`src/design/touch_point_tracker_defines.svh`:
```
// Assertion helpers for touch_point_tracker.
`ifndef TOUCH_POINT_TRACKER_DEFINES_SVH
`define TOUCH_POINT_TRACKER_DEFINES_SVH

// Same-cycle implication.
`define TPT_ASSERT_SAME(lbl, ante, cons) \
    lbl: assert property (@(posedge i_clk) disable iff (!i_rst_n) (ante) |-> (cons)) \
        else $error("touch_point_tracker: check failed");

// Next-cycle implication.
`define TPT_ASSERT_NEXT(lbl, ante, cons) \
    lbl: assert property (@(posedge i_clk) disable iff (!i_rst_n) (ante) |=> (cons)) \
        else $error("touch_point_tracker: check failed");

`endif

```
`src/design/tpt_pkg.sv`:
```
`timescale 1ns / 1ps

package tpt_pkg;

    // Widest values over the parameter ranges; narrower configs zero-extend.
    localparam int IDX_MAX_W   = 6;
    localparam int COORD_MAX_W = 16;
    localparam int DIST_MAX_W  = 2 * COORD_MAX_W + 1;
    localparam int ID_MAX_W    = 16;

    typedef enum logic [1:0] {
        KIND_PRESS   = 2'd0,
        KIND_MOVE    = 2'd1,
        KIND_RELEASE = 2'd2,
        KIND_UNUSED  = 2'd3
    } t_kind;

    localparam logic [1:0] ST_OK   = 2'd0;
    localparam logic [1:0] ST_NONE = 2'd1;
    localparam logic [1:0] ST_FULL = 2'd2;

    typedef enum logic [1:0] {
        OP_PRESS   = 2'd0,
        OP_MOVE    = 2'd1,
        OP_RELEASE = 2'd2
    } t_op;

    // Search token walking the slot chain.
    typedef struct packed {
        logic                  vld;
        logic                  found;
        logic [IDX_MAX_W-1:0]  best_idx;
        logic [DIST_MAX_W-1:0] best_d;
        logic [ID_MAX_W-1:0]   best_id;
        logic                  free_found;
        logic [IDX_MAX_W-1:0]  free_idx;
    } t_token;

    // Slot update broadcast after a search.
    typedef struct packed {
        logic                   vld;
        t_op                    op;
        logic [IDX_MAX_W-1:0]   idx;
        logic [ID_MAX_W-1:0]    id;
        logic [COORD_MAX_W-1:0] x;
        logic [COORD_MAX_W-1:0] y;
    } t_cmd;

endpackage

```
`src/design/tpt_cell.sv`:
```
`timescale 1ns / 1ps

module tpt_cell #(
    parameter int CW    = 12,
    parameter int IDW   = 8,
    parameter int INDEX = 0
) (
    input  logic           i_clk,
    input  logic           i_rst_n,
    input  logic [CW-1:0]  i_qx,
    input  logic [CW-1:0]  i_qy,
    input  tpt_pkg::t_token i_tok,
    output tpt_pkg::t_token o_tok,
    input  tpt_pkg::t_cmd  i_cmd
);
    import tpt_pkg::*;

    logic           r_valid;
    logic [IDW-1:0] r_id;
    logic [CW-1:0]  r_x;
    logic [CW-1:0]  r_y;
    t_token         r_tok;
    t_token         n_tok;

    logic [CW-1:0]   w_dx;
    logic [CW-1:0]   w_dy;
    logic [2*CW-1:0] w_sx;
    logic [2*CW-1:0] w_sy;
    logic [2*CW:0]   w_d;
    logic            w_better;
    logic            w_hit;

    always_comb begin
        w_dx = (i_qx >= r_x) ? (i_qx - r_x) : (r_x - i_qx);
        w_dy = (i_qy >= r_y) ? (i_qy - r_y) : (r_y - i_qy);
        w_sx = w_dx * w_dx;
        w_sy = w_dy * w_dy;
        w_d  = {1'b0, w_sx} + {1'b0, w_sy};
        // strict less-than keeps ties on the lower slot
        w_better = r_valid && (!i_tok.found || (DIST_MAX_W'(w_d) < i_tok.best_d));

        n_tok = i_tok;
        if (w_better) begin
            n_tok.found    = 1'b1;
            n_tok.best_idx = IDX_MAX_W'(INDEX);
            n_tok.best_d   = DIST_MAX_W'(w_d);
            n_tok.best_id  = ID_MAX_W'(r_id);
        end
        if (!i_tok.free_found && !r_valid) begin
            n_tok.free_found = 1'b1;
            n_tok.free_idx   = IDX_MAX_W'(INDEX);
        end
    end

    assign w_hit = i_cmd.vld && (i_cmd.idx == IDX_MAX_W'(INDEX));
    assign o_tok = r_tok;

    always_ff @(posedge i_clk) begin
        if (!i_rst_n) begin
            r_tok <= '0;
        end else begin
            r_tok <= n_tok;
        end
    end

    always_ff @(posedge i_clk) begin
        if (!i_rst_n) begin
            r_valid <= 1'b0;
        end else if (w_hit) begin
            case (i_cmd.op)
                OP_PRESS:   r_valid <= 1'b1;
                OP_RELEASE: r_valid <= 1'b0;
                default:    r_valid <= r_valid;
            endcase
        end
    end

    always_ff @(posedge i_clk) begin
        if (w_hit && (i_cmd.op == OP_PRESS)) begin
            r_id <= i_cmd.id[IDW-1:0];
        end
        if (w_hit && ((i_cmd.op == OP_PRESS) || (i_cmd.op == OP_MOVE))) begin
            r_x <= i_cmd.x[CW-1:0];
            r_y <= i_cmd.y[CW-1:0];
        end
    end

endmodule

```
`config.mk`:
```
export PLATFORM = sky130hd
export DESIGN_NAME = tpt_cell
export DESIGN_NICKNAME = d
export VERILOG_FILES = /design/src/design/touch_point_tracker_defines.svh /design/src/design/tpt_pkg.sv /design/src/design/tpt_cell.sv
export SDC_FILE = /design/constraint.sdc
export NUM_CORES = 1
export LEC_CHECK = 0
export BUFFER_PORTS_ARGS = -buffer_cell sky130_fd_sc_hd__buf_2
export CAP_MARGIN = 5
export CELL_PAD_IN_SITES_DETAIL_PLACEMENT = 1
export CELL_PAD_IN_SITES_GLOBAL_PLACEMENT = 1
export CORE_ASPECT_RATIO = 0.75
export CORE_MARGIN = 5
export CORE_UTILIZATION = 46
export CTS_CLUSTER_DIAMETER = 120
export DETAILED_ROUTE_END_ITERATION = 10
export PLACE_DENSITY = 0.87
export SETUP_SLACK_MARGIN = 0.1
export SLEW_MARGIN = 20
export SYNTH_ARGS = -nofsm -noshare
export SYNTH_HDL_FRONTEND = slang
export SYNTH_SLANG_ARGS = --single-unit
```
`constraint.sdc`:
```
create_clock -name i_clk -period 14.74 [get_ports i_clk]
set_input_delay 2.948 -clock i_clk [delete_from_list [all_inputs] [get_ports i_clk]]
set_output_delay 2.948 -clock i_clk [all_outputs]
set_load 0.03 [all_outputs]
```
==> results.cfg <==
[synth]
synthSimpleGateAreaFrac = 0.1271
yosys-top-cells-area = fa_1 29%, ha_1 16%, inv_1 9.3%
synth_fa_ha_area_frac = 0.4483
synth_xor_area_frac = 0.02681
avgSynthCellArea_um2 = 9.224
synth-seq-cells = 97
synth_top_area_cell = fa_1
post-synth-top-count-cell = inv_1
syn-instance-count = 1533
ys_types = 78
netlist_area_mm2 = 0.01414
yosysWarnings = 0
synth_fp_nets = 2063
synth_top_family_by_area = adder cells
async_flop_share = 0
yosys.area.top_type_share = 0.2917
synth_flop_cell = dfxtp_1
synth.area.mux_share = 0.03026
yosysSeqAreaShare = 0.1600
synth_edf_count = 32
ys_top_cells_by_count = 352 x inv_1, 206 x fa_1, 177 x ha_1, 152 x nor2_1, 65 x dfxtp_1
synth_compound_area_frac = 0.09804

[clock_tree]
cts-resized-gates = 0
clk_pin_slew_ps = 80
root_buffer = clkbuf_16
cts_hold_repair.buffers = 0
worstSkewPairLatency_ps = 380
cts_made_buffers = 9
clock_sinks = 97
cts_buffer_depth = 2
cts_max_level = 3
cts_tree = done
post-cts-setup-buffer-count = 0

[route]
num_vias = 11600
wl_met1_um = 16400
postRouteAntennaNets = 0
vias_per_cell = 5.459
wl_met3_um = 1733
wl_met2_um = 22280
route.detailed.drc = 0
drtPass1Iterations = 5
drt_iter0_markers = 574
wire_per_inst_um = 19.90
top_layer = met4
drt_wl_total_um = 42290

[grt]
grt_pass1_vias = 13300
grt_first_pass_wirelength_um = 67880
grt_max_degree = 35
antenna_found_initial = 0
grt_usage = 0.2492
overflow = 0

[worst_setup_path]
worstPathMaxFanout = 33
cpMaxStageDelayCell = or4b_1
end_kind = flop
crit_path_start_kind = input pin
critPathRequiredTime_ps = 14990
arrival_ps = 14420
crit_type = in2reg
max_stage_delay_ps = 570

[place]
place_congestion = 0.9024
hpwl_um = 35610
io_buffers = 194

[sta]
rsz0062_at_grt = false
setup_viol = 0
hold_viol = 0
min_period_over_period = 0.9619
skew_ps = 18.61
finalMaxSlewViolations = 0
relSlewSlack = 0.4134
tightestPinTransition_ps = 877.4
fmaxAchievable_mhz = 70.53
finalCriticalPeriod_ps = 14180
fin_setup_tns_ps = 0

[floorplan]
die_w_um = 212.4
start_util = 0.4680
die_h_um = 161.8
row_count = 55
pin_count = 211
core_area_mm2 = 0.03021
dieArea_mm2 = 0.03438

[hold_path]
min_path_type = reg2reg

[run_status]
status = finished clean

[layout]
syn_to_final_growth_pct = 12.67
final_nets = 2251
diodes = 0
fillCellCount = 3584
drive_gt1_frac = 0.1634

[run]
maxCapViolCount = 0
-- worst max-delay path, delay by kind of cell --
family,cells,cell delay (ps)
adders and majority gates,10,4980
AOI/OAI and AO/OA,9,1850
xor gates and xnor gates,1,70
and+or+nand+nor,11,2510
buffers and inverters,10,1300
muxes,2,730
-- metal layers --
metal	vias up	GRT usage
met1	5896	0.2902
met3	127	0.03591
met5	-	0
li1	5226	-
met2	352	0.4560
met4	0	0.1079
-- logic make-up (layout without fill, tap and decap cells) --
| logic type | Yosys count | after routing |
|---|---|---|
| adder cells (fa/ha/maj) | 383 | 383 |
| AO/OA/AOI/OAI | 202 | 202 |
| buffers and inverters | 397 | 590 |
| multiplexers | 42 | 42 |
| XOR/XNOR | 39 | 39 |
| flip-flops | 97 | 97 |
| AND/OR/NAND/NOR | 373 | 373 |
-- final cells by class --
type / instances / area, um2 / area share
clock inverter: 2 / 20.02 / 0.001257
inverter: 357 / 1340 / 0.08411
sequential: 97 / 2262 / 0.1420
multi-input combinational: 1039 / 10350 / 0.6496
clock buffer: 14 / 317.8 / 0.01995
tap: 399 / 499.2 / 0.03134
timing repair buffer: 217 / 1144 / 0.07178
-- per-stage QoR --
step | cells | hold WS, ps | utilization | setup WS, ps | cell area (um2)
2_1_floorplan | 1533 | 452.5 | - | 1825 | 14140
3_3_place_gp | 2109 | 456.1 | 0.5156 | 686.2 | 15580
3_5_place_dp | 2109 | 473.8 | 0.5156 | 294.5 | 15580
4_1_cts | 2125 | 489.1 | 0.5268 | 454.0 | 15910
5_1_grt | 2125 | 517.6 | 0.5274 | 104.9 | 15930
6_report | 2125 | 484.4 | 0.5274 | 561.9 | 15930
-- registers in the layout, indices dropped and copies added (netlist names) --
name	count
o_tok	64
r_id	8
r_valid	1
r_x	12
r_y	12
-- cells in the final DEF, fill, tap and decap left out, types with 11 or more instances in the layout --
cell type	synthesis	final
clkbuf_16	0	12
nor2_2	10	11
a21o_1	22	22
xnor2_1	23	22
and2_1	12	12
nand2_1	57	56
ha_1	177	177
dfxtp_1	65	65
nand3_1	16	16
edfxtp_1	32	32
o21ai_0	36	35
nor3_1	17	17
o21a_1	14	14
nand2b_1	33	33
buf_4	4	23
fa_1	206	206
and3_1	26	26
mux2i_1	36	36
inv_1	352	352
nor2_1	152	151
buf_2	12	194
a21oi_1	49	49
-- worst paths after layout --
| check | startpoint | end | slack (ps) | cells past startpoint |
|---|---|---|---|---|
| setup / recovery | i_qy[10] | o_tok[8]$_SDFF_PN0_ | 560 | 43 |
| hold / removal | r_id[3]$_DFFE_PP_ | o_tok[10]$_SDFF_PN0_ | 480 | 2 |
| setup reg to reg | r_y[10]$_DFFE_PP_ | o_tok[8]$_SDFF_PN0_ | 2860 | 41 |
| hold reg to reg | r_id[3]$_DFFE_PP_ | o_tok[10]$_SDFF_PN0_ | 480 | 2 |
Power is not shown: default switching activity piles up to over one toggle a cycle in this logic, so the estimate is an artifact.
